### config.mk
export PLATFORM = sky130hd
export DESIGN_NAME = overwrite_ring_with_lag_detect
export DESIGN_NICKNAME = d
export VERILOG_FILES = /design/src/hw/rtl/orld_pkg.sv /design/src/hw/rtl/orld_cfg.sv /design/src/hw/rtl/orld_store.sv /design/src/hw/rtl/orld_ctrl.sv /design/src/hw/rtl/overwrite_ring_with_lag_detect.sv
export VERILOG_INCLUDE_DIRS = /design/src /design/src/hw/rtl
export SDC_FILE = /design/constraint.sdc
export NUM_CORES = 2
export LEC_CHECK = 0
export BUFFER_PORTS_ARGS = -buffer_cell sky130_fd_sc_hd__buf_4
export CORE_MARGIN = 5
export CORE_UTILIZATION = 40
export DETAILED_ROUTE_END_ITERATION = 10
export PLACE_DENSITY_LB_ADDON = 0.2
export SLEW_MARGIN = 40
export SYNTH_ARGS = -nofsm -noshare
export SYNTH_HDL_FRONTEND = slang
export SYNTH_SLANG_ARGS = --single-unit
### constraint.sdc
create_clock -name i_clk -period 8.63 [get_ports i_clk]
set_input_delay 1.2945 -clock i_clk [delete_from_list [all_inputs] [get_ports i_clk]]
set_output_delay 1.2945 -clock i_clk [all_outputs]
set_load 0.05 [all_outputs]
### src/hw/rtl/overwrite_ring_with_lag_detect_macros.svh
// ----------------------------------------------------------------------------
// Overwrite ring assertion macros
// Concurrent assertion wrappers; they compile to nothing under synthesis.
// ----------------------------------------------------------------------------
`ifndef OVERWRITE_RING_WITH_LAG_DETECT_MACROS_SVH
`define OVERWRITE_RING_WITH_LAG_DETECT_MACROS_SVH

`ifndef SYNTHESIS

// Check an implication that holds in the same cycle.
`define ORLD_ASSERT_SAME(label, clk, rst_n, ante, cons) \
    label: assert property (@(posedge clk) disable iff (!rst_n) (ante) |-> (cons)) \
        else $error("overwrite ring assertion failed");

// Check an implication that holds in the following cycle.
`define ORLD_ASSERT_NEXT(label, clk, rst_n, ante, cons) \
    label: assert property (@(posedge clk) disable iff (!rst_n) (ante) |=> (cons)) \
        else $error("overwrite ring assertion failed");

`else

`define ORLD_ASSERT_SAME(label, clk, rst_n, ante, cons)
`define ORLD_ASSERT_NEXT(label, clk, rst_n, ante, cons)

`endif

`endif

### src/hw/rtl/orld_pkg.sv
// ----------------------------------------------------------------------------
// Overwrite ring package
// Sizes, status and command codes, shared types and helper functions.
// ----------------------------------------------------------------------------
package orld_pkg;

    localparam int DEPTH         = 16;
    localparam int PAYLOAD_BYTES = 8;

    localparam int DATA_W  = 64;
    localparam int LEN_W   = 4;
    localparam int CAP_W   = 5;
    localparam int STAT_W  = 3;
    localparam int SEQ_W   = 64;
    localparam int IDX_W   = (DEPTH > 1) ? $clog2(DEPTH) : 1;
    localparam int CNT_W   = $clog2(DEPTH + 1);

    localparam int CFG_IDX_W  = 1;
    localparam int CFG_DATA_W = 5;

    localparam int IN_TDATA_W  = 72;
    localparam int OUT_TDATA_W = 72;

    localparam logic [CAP_W-1:0] CAPACITY_RESET   = 5'd16;
    localparam logic [LEN_W-1:0] MAX_LENGTH_RESET = 4'd8;

    localparam logic [CFG_IDX_W-1:0] REG_CAPACITY   = 1'b0;
    localparam logic [CFG_IDX_W-1:0] REG_MAX_LENGTH = 1'b1;

    localparam logic CMD_PUBLISH  = 1'b0;
    localparam logic CMD_RETRIEVE = 1'b1;

    localparam logic [STAT_W-1:0] ST_OK      = 3'd0;
    localparam logic [STAT_W-1:0] ST_INVALID = 3'd1;
    localparam logic [STAT_W-1:0] ST_ERROR   = 3'd2;
    localparam logic [STAT_W-1:0] ST_NODATA  = 3'd3;
    localparam logic [STAT_W-1:0] ST_LOST    = 3'd4;

    typedef struct packed {
        logic [CNT_W-1:0] capacity;
        logic [LEN_W-1:0] max_length;
    } t_cfg;

    typedef struct packed {
        logic             we;
        logic [IDX_W-1:0] wr_slot;
        logic [IDX_W-1:0] rd_slot;
    } t_store_req;

    // Keep the low len bytes of a payload word.
    function automatic logic [DATA_W-1:0] byte_mask(input logic [LEN_W-1:0] len);
        logic [DATA_W-1:0] mask;
        mask = '0;
        for (int i = 0; i < PAYLOAD_BYTES; i++) begin
            mask[8*i +: 8] = (32'(len) > i) ? 8'hFF : 8'h00;
        end
        return mask;
    endfunction

    // Ring slot at base plus offset; the wrap is correct for offsets up to DEPTH.
    function automatic logic [IDX_W-1:0] slot_add(input logic [IDX_W-1:0] base,
                                                  input logic [CNT_W-1:0] off);
        logic [CNT_W:0] sum;
        sum = (CNT_W + 1)'(base) + (CNT_W + 1)'(off);
        if (sum >= (CNT_W + 1)'(DEPTH)) begin
            sum = sum - (CNT_W + 1)'(DEPTH);
        end
        return sum[IDX_W-1:0];
    endfunction

endpackage

### src/hw/rtl/orld_cfg.sv
// ----------------------------------------------------------------------------
// Overwrite ring configuration registers
// Holds capacity and max length and clamps them to their usable ranges.
// ----------------------------------------------------------------------------
module orld_cfg (
    input  logic                               i_clk,
    input  logic                               i_rst_n,
    input  logic                               i_cfg_we,
    input  logic [orld_pkg::CFG_IDX_W-1:0]     i_cfg_addr,
    input  logic [orld_pkg::CFG_DATA_W-1:0]    i_cfg_wdata,
    output orld_pkg::t_cfg                     o_cfg
);

    logic [orld_pkg::CAP_W-1:0] r_capacity;
    logic [orld_pkg::LEN_W-1:0] r_max_length;

    always_ff @(posedge i_clk) begin
        if (!i_rst_n) begin
            r_capacity   <= orld_pkg::CAPACITY_RESET;
            r_max_length <= orld_pkg::MAX_LENGTH_RESET;
        end else if (i_cfg_we) begin
            unique case (i_cfg_addr)
                orld_pkg::REG_CAPACITY: begin
                    r_capacity <= i_cfg_wdata[orld_pkg::CAP_W-1:0];
                end
                orld_pkg::REG_MAX_LENGTH: begin
                    r_max_length <= i_cfg_wdata[orld_pkg::LEN_W-1:0];
                end
                default: begin
                end
            endcase
        end
    end

    // Treat zero capacity as one and cap both fields at the storage limits.
    always_comb begin
        if (r_capacity == '0) begin
            o_cfg.capacity = orld_pkg::CNT_W'(1);
        end else if (32'(r_capacity) > orld_pkg::DEPTH) begin
            o_cfg.capacity = orld_pkg::CNT_W'(orld_pkg::DEPTH);
        end else begin
            o_cfg.capacity = orld_pkg::CNT_W'(r_capacity);
        end
        if (32'(r_max_length) > orld_pkg::PAYLOAD_BYTES) begin
            o_cfg.max_length = orld_pkg::LEN_W'(orld_pkg::PAYLOAD_BYTES);
        end else begin
            o_cfg.max_length = r_max_length;
        end
    end

endmodule

### src/hw/rtl/orld_store.sv
// ----------------------------------------------------------------------------
// Overwrite ring entry storage
// Register file of payload words and byte lengths, one write and one read.
// ----------------------------------------------------------------------------
module orld_store (
    input  logic                           i_clk,
    input  orld_pkg::t_store_req           i_req,
    input  logic [orld_pkg::DATA_W-1:0]    i_wr_data,
    input  logic [orld_pkg::LEN_W-1:0]     i_wr_length,
    output logic [orld_pkg::DATA_W-1:0]    o_rd_data,
    output logic [orld_pkg::LEN_W-1:0]     o_rd_length
);

    logic [orld_pkg::DATA_W-1:0] r_data   [orld_pkg::DEPTH];
    logic [orld_pkg::LEN_W-1:0]  r_length [orld_pkg::DEPTH];

    // Store only the valid bytes; the rest reads back as zero.
    always_ff @(posedge i_clk) begin
        if (i_req.we) begin
            r_data[i_req.wr_slot]   <= i_wr_data & orld_pkg::byte_mask(i_wr_length);
            r_length[i_req.wr_slot] <= i_wr_length;
        end
    end

    assign o_rd_data   = r_data[i_req.rd_slot];
    assign o_rd_length = r_length[i_req.rd_slot];

endmodule

### src/hw/rtl/orld_ctrl.sv
// ----------------------------------------------------------------------------
// Overwrite ring control
// Ring pointers, sequence tracking, reader cursor and status decode.
// ----------------------------------------------------------------------------
`include "overwrite_ring_with_lag_detect_macros.svh"

module orld_ctrl (
    input  logic                           i_clk,
    input  logic                           i_rst_n,
    input  logic                           i_step,
    input  logic                           i_command,
    input  logic [orld_pkg::LEN_W-1:0]     i_length,
    input  orld_pkg::t_cfg                 i_cfg,
    input  logic [orld_pkg::DATA_W-1:0]    i_rd_data,
    input  logic [orld_pkg::LEN_W-1:0]     i_rd_length,
    output orld_pkg::t_store_req           o_req,
    output logic [orld_pkg::STAT_W-1:0]    o_status,
    output logic [orld_pkg::DATA_W-1:0]    o_data,
    output logic [orld_pkg::LEN_W-1:0]     o_length
);

    localparam int CNT_W = orld_pkg::CNT_W;
    localparam int SEQ_W = orld_pkg::SEQ_W;

    logic [orld_pkg::IDX_W-1:0] r_oldest_slot, n_oldest_slot;
    logic [CNT_W-1:0]           r_fill, n_fill;
    logic [SEQ_W-1:0]           r_oldest_seq, n_oldest_seq;
    logic [SEQ_W-1:0]           r_cursor, n_cursor;

    logic             s_pub_step;
    logic             s_get_step;
    logic             s_len_invalid;
    logic             s_len_zero;
    logic             s_pub_ok;
    logic             s_drop;
    logic             s_empty;
    logic [SEQ_W-1:0] s_cur_eff;
    logic [SEQ_W:0]   s_diff;
    logic             s_lag;
    logic             s_ahead;
    logic             s_hit;
    logic [CNT_W-1:0] s_rd_off;

    assign s_pub_step = i_step && (i_command == orld_pkg::CMD_PUBLISH);
    assign s_get_step = i_step && (i_command == orld_pkg::CMD_RETRIEVE);

    assign s_len_invalid = i_length > i_cfg.max_length;
    assign s_len_zero    = i_length == '0;
    assign s_pub_ok      = !s_len_invalid && !s_len_zero;
    // Capacity is at least one, so a full ring is never empty.
    assign s_drop        = r_fill >= i_cfg.capacity;

    assign s_empty   = r_fill == '0;
    assign s_cur_eff = (r_cursor == '0) ? r_oldest_seq : r_cursor;
    assign s_diff    = {1'b0, s_cur_eff} - {1'b0, r_oldest_seq};
    assign s_lag     = s_diff[SEQ_W];
    assign s_ahead   = !s_lag && ((s_diff[SEQ_W-1:CNT_W] != '0)
                                  || (s_diff[CNT_W-1:0] >= r_fill));
    assign s_hit     = !s_empty && !s_ahead;
    assign s_rd_off  = s_lag ? '0 : s_diff[CNT_W-1:0];

    // Writing at oldest plus fill lands on the oldest slot when a ring filled to DEPTH drops.
    always_comb begin
        o_req.we      = s_pub_step && s_pub_ok;
        o_req.wr_slot = orld_pkg::slot_add(r_oldest_slot, r_fill);
        o_req.rd_slot = orld_pkg::slot_add(r_oldest_slot, s_rd_off);
    end

    always_comb begin
        n_oldest_slot = r_oldest_slot;
        n_fill        = r_fill;
        n_oldest_seq  = r_oldest_seq;
        n_cursor      = r_cursor;
        o_status      = orld_pkg::ST_OK;
        o_data        = '0;
        o_length      = '0;
        if (i_command == orld_pkg::CMD_PUBLISH) begin
            if (s_len_invalid) begin
                o_status = orld_pkg::ST_INVALID;
            end else if (s_len_zero) begin
                o_status = orld_pkg::ST_ERROR;
            end else if (s_drop) begin
                n_oldest_slot = orld_pkg::slot_add(r_oldest_slot, CNT_W'(1));
                n_oldest_seq  = r_oldest_seq + SEQ_W'(1);
            end else begin
                n_fill = r_fill + CNT_W'(1);
            end
        end else begin
            if (!s_hit) begin
                o_status = orld_pkg::ST_NODATA;
            end else begin
                o_status = s_lag ? orld_pkg::ST_LOST : orld_pkg::ST_OK;
                o_data   = i_rd_data;
                o_length = i_rd_length;
                n_cursor = s_lag ? (r_oldest_seq + SEQ_W'(1)) : (s_cur_eff + SEQ_W'(1));
            end
        end
    end

    always_ff @(posedge i_clk) begin
        if (!i_rst_n) begin
            r_oldest_slot <= '0;
            r_fill        <= '0;
            r_oldest_seq  <= '0;
            r_cursor      <= '0;
        end else if (i_step) begin
            r_oldest_slot <= n_oldest_slot;
            r_fill        <= n_fill;
            r_oldest_seq  <= n_oldest_seq;
            r_cursor      <= n_cursor;
        end
    end

    `ORLD_ASSERT_SAME(a_fill_bound, i_clk, i_rst_n, 1'b1, r_fill <= CNT_W'(orld_pkg::DEPTH))
    `ORLD_ASSERT_NEXT(a_drop_keeps_fill, i_clk, i_rst_n, s_pub_step && s_pub_ok && s_drop, r_fill == $past(r_fill))
    `ORLD_ASSERT_NEXT(a_reject_holds, i_clk, i_rst_n, s_pub_step && !s_pub_ok, $stable(r_fill) && $stable(r_oldest_slot))
    `ORLD_ASSERT_NEXT(a_lost_resync, i_clk, i_rst_n, s_get_step && s_hit && s_lag, r_cursor == $past(r_oldest_seq) + SEQ_W'(1))

endmodule

### src/hw/rtl/overwrite_ring_with_lag_detect.sv
// ----------------------------------------------------------------------------
// Overwrite ring with lag detect
// Top level: stream ports, input register, ring control and result register.
// ----------------------------------------------------------------------------
// An overwriting ring of up to 16 entries with one never-blocked writer and
// one lagging reader. Each transaction on the input stream is a publish
// (tuser = 0) or a retrieve (tuser = 1) and yields exactly one result
// transaction. Throughput is one transaction per clock while the result
// stream is not stalled. An item goes from the input register, through one
// pass of the ring update, into the result register; a stalled result
// register holds the input register, and the input stream stalls only
// while both are full. The rate is set by that single pass: the ring
// pointers, the oldest sequence number and the reader cursor all update
// in the cycle an item leaves the input register, so the next item always
// sees the new state. The reader cursor is compared against the oldest
// live sequence number with one 65-bit subtract; a cursor that fell behind
// returns the oldest entry with data lost status and resyncs.
// Configuration writes must only happen with both registers empty.
// ----------------------------------------------------------------------------
module overwrite_ring_with_lag_detect (
    input  logic                                 i_clk,
    input  logic                                 i_rst_n,
    // Configuration write port
    input  logic                                 i_cfg_we,
    input  logic [orld_pkg::CFG_IDX_W-1:0]       i_cfg_addr,
    input  logic [orld_pkg::CFG_DATA_W-1:0]      i_cfg_wdata,
    // Input stream
    input  logic                                 s_axis_tvalid,
    output logic                                 s_axis_tready,
    input  logic [orld_pkg::IN_TDATA_W-1:0]      s_axis_tdata,  // payload[63:0], length[67:64]
    input  logic                                 s_axis_tuser,  // command
    // Result stream
    output logic                                 m_axis_tvalid,
    input  logic                                 m_axis_tready,
    output logic [orld_pkg::OUT_TDATA_W-1:0]     m_axis_tdata,  // read_data[63:0], read_length[67:64]
    output logic [orld_pkg::STAT_W-1:0]          m_axis_tuser   // status
);

    localparam int DATA_W = orld_pkg::DATA_W;
    localparam int LEN_W  = orld_pkg::LEN_W;

    // Input register
    logic              r_in_valid;
    logic              r_in_cmd;
    logic [DATA_W-1:0] r_in_payload;
    logic [LEN_W-1:0]  r_in_length;

    // Result register
    logic                        r_out_valid;
    logic [orld_pkg::STAT_W-1:0] r_out_status;
    logic [DATA_W-1:0]           r_out_data;
    logic [LEN_W-1:0]            r_out_length;

    logic                        s_advance;
    logic                        s_step;
    orld_pkg::t_cfg              s_cfg;
    orld_pkg::t_store_req        s_req;
    logic [DATA_W-1:0]           s_rd_data;
    logic [LEN_W-1:0]            s_rd_length;
    logic [orld_pkg::STAT_W-1:0] s_status;
    logic [DATA_W-1:0]           s_data;
    logic [LEN_W-1:0]            s_length;

    // Advance the held item whenever the result register is free or draining.
    assign s_advance     = !r_out_valid || m_axis_tready;
    assign s_step        = r_in_valid && s_advance;
    assign s_axis_tready = !r_in_valid || s_advance;

    always_ff @(posedge i_clk) begin
        if (!i_rst_n) begin
            r_in_valid <= 1'b0;
        end else if (s_axis_tvalid && s_axis_tready) begin
            r_in_valid <= 1'b1;
        end else if (s_step) begin
            r_in_valid <= 1'b0;
        end
    end

    // Capture the transaction fields.
    always_ff @(posedge i_clk) begin
        if (s_axis_tvalid && s_axis_tready) begin
            r_in_cmd     <= s_axis_tuser;
            r_in_payload <= s_axis_tdata[DATA_W-1:0];
            r_in_length  <= s_axis_tdata[DATA_W +: LEN_W];
        end
    end

    orld_cfg u_cfg (
        .i_clk       (i_clk),
        .i_rst_n     (i_rst_n),
        .i_cfg_we    (i_cfg_we),
        .i_cfg_addr  (i_cfg_addr),
        .i_cfg_wdata (i_cfg_wdata),
        .o_cfg       (s_cfg)
    );

    orld_store u_store (
        .i_clk       (i_clk),
        .i_req       (s_req),
        .i_wr_data   (r_in_payload),
        .i_wr_length (r_in_length),
        .o_rd_data   (s_rd_data),
        .o_rd_length (s_rd_length)
    );

    orld_ctrl u_ctrl (
        .i_clk       (i_clk),
        .i_rst_n     (i_rst_n),
        .i_step      (s_step),
        .i_command   (r_in_cmd),
        .i_length    (r_in_length),
        .i_cfg       (s_cfg),
        .i_rd_data   (s_rd_data),
        .i_rd_length (s_rd_length),
        .o_req       (s_req),
        .o_status    (s_status),
        .o_data      (s_data),
        .o_length    (s_length)
    );

    // Hold the result until the downstream side takes it.
    always_ff @(posedge i_clk) begin
        if (!i_rst_n) begin
            r_out_valid <= 1'b0;
        end else if (s_step) begin
            r_out_valid <= 1'b1;
        end else if (m_axis_tready) begin
            r_out_valid <= 1'b0;
        end
    end

    always_ff @(posedge i_clk) begin
        if (s_step) begin
            r_out_status <= s_status;
            r_out_data   <= s_data;
            r_out_length <= s_length;
        end
    end

    assign m_axis_tvalid = r_out_valid;
    assign m_axis_tuser  = r_out_status;
    assign m_axis_tdata  = {(orld_pkg::OUT_TDATA_W - DATA_W - LEN_W)'(0), r_out_length, r_out_data};

endmodule

* Word-level counts from Yosys, hierarchy flattened
Memories as Yosys holds them, arrays and structs flattened. A register that Yosys moved wholly into a read port is not among the register bits.
Cells that the tools add are included.
W data, S select, Z words.
** Storage, ports and cells
- RAM bits :: 1088
- Input bits :: 84
- Output and inout port bits :: 77
- Memories kept :: 2
- Register bits after elaboration :: 220
- Word-level logic and storage cells :: 106
** Cells by class
- Add/sub/neg operators :: 10
- Magnitude comparators :: 16
- Muxes and demuxes :: 28
- Bitwise operators :: 6
- Reduce and logical (&&, ||, !) cells :: 32
** Memories
- u_store.r_data :: words 16, bits a word 64, read ports 1, clocked after memory_dff 1, wr ports 1, RTL line orld_store.sv:14 : logic [orld_pkg::DATA_W-1:0] r_data [orld_pkg::DEPTH];
- u_store.r_length :: words 16, bits a word 4, read ports 1, clocked after memory_dff 1, wr ports 1, RTL line orld_store.sv:15 : logic [orld_pkg::LEN_W-1:0] r_length [orld_pkg::DEPTH];
** Operators with widths (count)
- $add A64 B1 Y64 const B :: 2
- $mux W64 :: 2
- $sub A64 B64 Y65 :: 1
- $and A64 B64 Y64 :: 1
- $logic_not A64 Y1 :: 1
- $mux W8 :: 8
- $reduce_bool A59 Y1 :: 1
- $gt A4 B3 Y1 const B :: 4
- $mux W4 :: 4
- $mux W5 :: 3
- $add A4 B5 Y6 :: 2
- $ge A6 B5 Y1 const B :: 2
- $mux W3 :: 4
- $sub A4 B1 Y4 const B :: 3
- $ge A5 B5 Y1 :: 2
- $logic_not A5 Y1 :: 2
- $reduce_and A5 Y1 :: 2
- $logic_not A1 Y1 :: 9
- $gt A4 B1 Y1 const B :: 2
- $gt A4 B2 Y1 const B :: 2
- $logic_and A1 B1 Y1 :: 7
- $mux W1 :: 6
- $reduce_and A2 Y1 :: 3
- $add A4 B1 Y5 const B :: 1
- 11 further kinds :: 18

* Depth between registers and ports, before layout
- Word-level depth :: 10
- Mapped depth :: 32
- Mapped depth without buffers :: 23

* By module
Synthesis repeated with hierarchy kept, for this count alone.
** Second synthesis, totals
- Cell total of the unflattened synthesis :: 4153
- Area, all modules :: 61552.8 um^2
** Modules (own cells, without submodules)
- orld_store :: area an instance 41070.6 um^2, times used 1, seq. area each 32671.3 um^2, cells an instance 1755
- orld_ctrl :: area an instance 15710.1 um^2, times used 1, seq. area each 2742.6 um^2, cells an instance 2196
- overwrite_ring_with_lag_detect :: area an instance 4341.7 um^2, times used 1, seq. area each 4244.1 um^2, cells an instance 154
- orld_cfg :: area an instance 430.4 um^2, times used 1, seq. area each 180.2 um^2, cells an instance 48

* Least setup slack after synthesis
Ideal clock, no wire load.
- Path type :: input to register
- Start point :: input m_axis_tready
- End point :: memory u_store.r_data[6][0] in the netlist's numbering (enable)
- Cell stages on the path :: 5
- Arrival time :: 8.366 ns
- Required time :: 8.136 ns
- Path buffers :: 0
- Library setup time :: 0.494 ns
- Slack :: -0.231 ns
- Path through :: nor2b_1 nor2b_1 nand3b_1 or3_1 nor2_1
** Between the ends
- Word-level cells in the longest chain between the ends :: 6
** RTL lines
- start: declaration :: RTL line overwrite_ring_with_lag_detect.sv:34 : input logic m_axis_tready,
- $logic_or A1 B1 Y1 :: RTL line overwrite_ring_with_lag_detect.sv:65 : assign s_advance = !r_out_valid || m_axis_tready;
- $logic_and A1 B1 Y1 :: RTL line overwrite_ring_with_lag_detect.sv:66 : assign s_step = r_in_valid && s_advance;
- via s_step :: RTL line overwrite_ring_with_lag_detect.sv:55 : logic s_step;
- $logic_and A1 B1 Y1 :: RTL line orld_ctrl.sv:44 : assign s_pub_step = i_step && (i_command == orld_pkg::CMD_PUBLISH);
- $logic_and A1 B1 Y1 :: RTL line orld_ctrl.sv:64 : o_req.we = s_pub_step && s_pub_ok;
- $mux W1 :: RTL line orld_store.sv:19 : if (i_req.we) begin
- $mux W1 (implied by the code) :: RTL line orld_store.sv:20 : r_data[i_req.wr_slot] <= i_wr_data & orld_pkg::byte_mask(i_wr_length);
- end: declaration :: RTL line orld_store.sv:14
The timed path passes the listed nets, and every way through them passes these cells.

* Worst setup path after layout
- Start point :: register u_ctrl.r_cursor[47]
- End point :: register u_ctrl.r_cursor[36]
** Between the ends
- Word-level cells in the longest chain between the ends :: 9
- Elaborated cells on any way between the ends :: 13
- Those cells by class :: 2 x add/sub; 1 x order compare; 2 x mux; 8 x reduce/logical
** RTL lines
- start: declaration :: RTL line orld_ctrl.sv:28 : logic [SEQ_W-1:0] r_cursor, n_cursor;
- start signal: assignment :: RTL line orld_ctrl.sv:110 : r_cursor <= n_cursor;
- $logic_not A64 Y1 :: RTL line orld_ctrl.sv:54 : assign s_cur_eff = (r_cursor == '0) ? r_oldest_seq : r_cursor;
- $mux W64 (*) :: RTL line orld_ctrl.sv:54
- $sub A64 B64 Y65 :: RTL line orld_ctrl.sv:55 : assign s_diff = {1'b0, s_cur_eff} - {1'b0, r_oldest_seq};
- $ge A5 B5 Y1 or $reduce_bool A59 Y1 (tied branches) :: RTL line orld_ctrl.sv:58, orld_ctrl.sv:57
- $logic_or A1 B1 Y1 :: RTL line orld_ctrl.sv:58 : || (s_diff[CNT_W-1:0] >= r_fill));
- $logic_and A1 B1 Y1 :: RTL line orld_ctrl.sv:57 : assign s_ahead = !s_lag && ((s_diff[SEQ_W-1:CNT_W] != '0)
- $logic_not A1 Y1 :: RTL line orld_ctrl.sv:59 : assign s_hit = !s_empty && !s_ahead;
- $logic_and A1 B1 Y1 :: RTL line orld_ctrl.sv:59
- $reduce_and A3 Y1 (no line)
Every way passes the cells marked *; elsewhere a longest branch is shown, timed or not.
A chain may end at the register's enable or synchronous reset.

==> results_dict.tcl <==
set metrics [dict create \
    initial_core_util 0.403 \
    rsz0062_at_grt "no" \
    cpPeakStageDelay_ps 690 \
    outcome "complete, no violations" \
    via_per_inst 5.85 \
    synthCells 4097 \
    grt_overflow_total 0 \
    grt_max_degree 69 \
    numCtsBuffers 147 \
    crit_family "simple AND/OR/NAND/NOR gates" \
    synth-simple-area-share 0.0814 \
    htreeDepth 4 \
    synthArstFlopShare 0 \
    whs_endpoint "u_cfg.r_max_length[0]" \
    ys_ff_latch 1376 \
    start_kind "flip-flop" \
    hold_buffers 0 \
    arrival_ps 8780 \
    grt_pass1_vias 37800 \
    criticalPathCategory "flip-flop to flip-flop" \
    r2r-end "u_ctrl.r_cursor[36]" \
    post-route-period-util 0.947 \
    power_density_nw_per_um2 201 \
    rrSetupSlack_ps 450 \
    final_common_cell "edfxtp_1" \
    ctsRootBufferMaster "clkbuf_16" \
    grtUsageTotal 0.210 \
    synthFlopType "edfxtp_1" \
    hpwl_um 105000 \
    clock_sinks 1376 \
    r2r-start "u_ctrl.r_cursor[47]" \
    final_area_um2 70700 \
    startpoint "u_ctrl.r_cursor[47]" \
    worstHoldPathType "flip-flop to flip-flop" \
    hp-start "u_cfg.r_max_length[0]" \
    finClkSkew_ps 75.1 \
    yosysWarnings 0 \
    cts_setup_buffers 0 \
    cp_slowest_cell "o21ai_4" \
    cts_buffer_depth 3 \
    cp.depth 21 \
    fin_tns_setup_ps 0 \
    die_h_um 402 \
    nets 4461 \
    required_ps 9240 \
    synth_fa_ha_area_frac 0.0191 \
    synth.cell_area_um2 61400 \
    final_max_slew_viol_count 0 \
    gp_congestion 0.923 \
    synth_top_family_by_area "multiplexers" \
    num_rows 143 \
    area_growth_pct 15.1 \
    synth-compound-area-share 0.0738 \
    seq_area_um2 39800 \
    end_kind "flip-flop" \
    relSlewSlack 0.416 \
    clk_pin_slew_worst_paths_ps 60 \
    clk_latency_ps 780 \
    grt_antenna_before_repair 1 \
    post_dp_cell_area_um2 65800 \
    maxCapViolCount 0 \
    drtAntennaViolNets 0 \
    critPathMaxFanout 28 \
    crit_chain "nor4_1, nand4_1, nor3_4, buf_4, buf_4, a31oi_1, inv_1, ha_1, a21oi_1, o21ai_0, a221oi_1, o221ai_1, or4_1, nor4_1, nand4_1, nor4bb_1, nand4_1, o21ai_4, buf_4, a21oi_1, a311oi_1" \
    worst_slew_pin_slew_ps 868 \
    fmax_mhz 122 \
    mostFrequentLayoutCells "edfxtp_1 (1228), mux4_2 (340), nand2_1 (260)" \
    drc 0 \
    core_um2 152000 \
    dr.pass1.iters 6 \
    wl_um 173000 \
    port-buffer-count 152 \
    nFillCells 13300 \
    hold_violations 0 \
    drive_above_1_share 0.210 \
    setup-violations-final 0 \
    synth_edf_count 1228 \
    die_area_um2 161000 \
    r2r_cells 21 \
    multi_input_area_um2 20500 \
    syn_area_per_cell_um2 15.0 \
    drt_iter0_drc 3483 \
    grt_pass1_wl_um 255000 \
    p_leak_nw 23.8 \
    synth-seq-area-share 0.649 \
    irDropWorstVdd_v 0.000189 \
    min_path_cells 2 \
    synthXorXnorAreaFrac 0.0240 \
    die_width_um 402 \
    via_count 37600 \
    ios 161 \
    cts_tree "done" \
    cp.buffers_inverters 4 \
    cts_resized 0 \
    wl_per_cell_um 26.8 \
    period_needed_ps 8180 \
    synthDistinctLibCells 86 \
    synthMuxAreaShare 0.128 \
]
-- registers in the layout (all words and copies together), names as in the netlist, 4 cells and up --
signal	cells
r_in_length	4
r_in_payload	64
r_out_data	64
r_out_length	4
u_cfg.r_capacity	5
u_cfg.r_max_length	4
u_ctrl.r_cursor	64
u_ctrl.r_fill	5
u_ctrl.r_oldest_seq	64
u_ctrl.r_oldest_slot	4
u_store.r_data	1024
u_store.r_length	64
-- cells by family (layout without fill, tap and decap cells) --
group / count (synthesis) / count (layout)
other: 1 / 6
DFF: 1376 / 1376
xor gates and xnor gates: 168 / 168
muxes: 358 / 358
and+or+nand+nor: 1001 / 1001
AOI/OAI and AO/OA: 718 / 718
adders and majority gates: 92 / 92
buffers and inverters: 383 / 687
-- area by class of cell --
type | instances | share of cell area
sequential | 1376 | 0.563
clock inverter | 70 | 0.0122
multi-input combinational | 2341 | 0.289
timing repair buffer | 270 | 0.0350
tap | 2030 | 0.0359
inverter | 149 | 0.00796
antenna | 2 | 0.0000708
clock buffer | 198 | 0.0559
-- through the flow --
step | utilization | setup slack [ps] | hold slack, ps | total power, mW | instances
global route | 0.464 | 186 | 505 | 14.7 | 6434
detailed placement | 0.432 | 667 | 453 | 8.06 | 6165
floorplan | - | 917 | 432 | 7.83 | 4100
global placement | 0.431 | 673 | 454 | 8.05 | 6162
CTS | 0.464 | 605 | 466 | 14.4 | 6433
finish | 0.464 | 455 | 462 | 14.2 | 6436
-- tightest hold or removal path, stage by stage, from the launching register on --
cell and delay (ps):
dfxtp_1 310, nand2_1 50, a21oi_1 50
-- worst max-delay path by stage --
stage | end | slack [ps]
final | u_ctrl.r_cursor[36] | 450
after global routing | u_ctrl.r_cursor[37] | 190
after CTS | r_out_data[61] | 610
after detailed placement | r_out_data[61] | 670
after global placement | r_out_data[61] | 670
after floorplan | r_out_data[36] | 920
-- routing by layer --
metal,GRT usage,part of all wire
met2,0.353,0.49
met5,0,0
met1,0.280,0.42
met4,0.0685,0.035
met3,0.0337,0.054
-- synth_stat cells, types with 82 or more instances --
master / instances / area share
a21oi_1: 223 / 0.018
and3_1: 97 / 0.0099
clkbuf_1: 170 / 0.010
dfxtp_1: 148 / 0.048
edfxtp_1: 1228 / 0.60
ha_1: 89 / 0.018
inv_1: 148 / 0.0090
mux4_2: 340 / 0.12
nand2_1: 261 / 0.016
nand3_1: 82 / 0.0067
nor2_1: 200 / 0.012
o21ai_0: 174 / 0.014
xnor2_1: 149 / 0.021
-- power by group --
part / internal (mW) / switching, mW / leakage, nW
Clock: 3.64 / 2.67 / 2.33
Combinational: 0.212 / 0.367 / 9.07
Sequential: 7.32 / 0.0226 / 12.4
No activity file was read; power rests on OpenSTA's default activity.
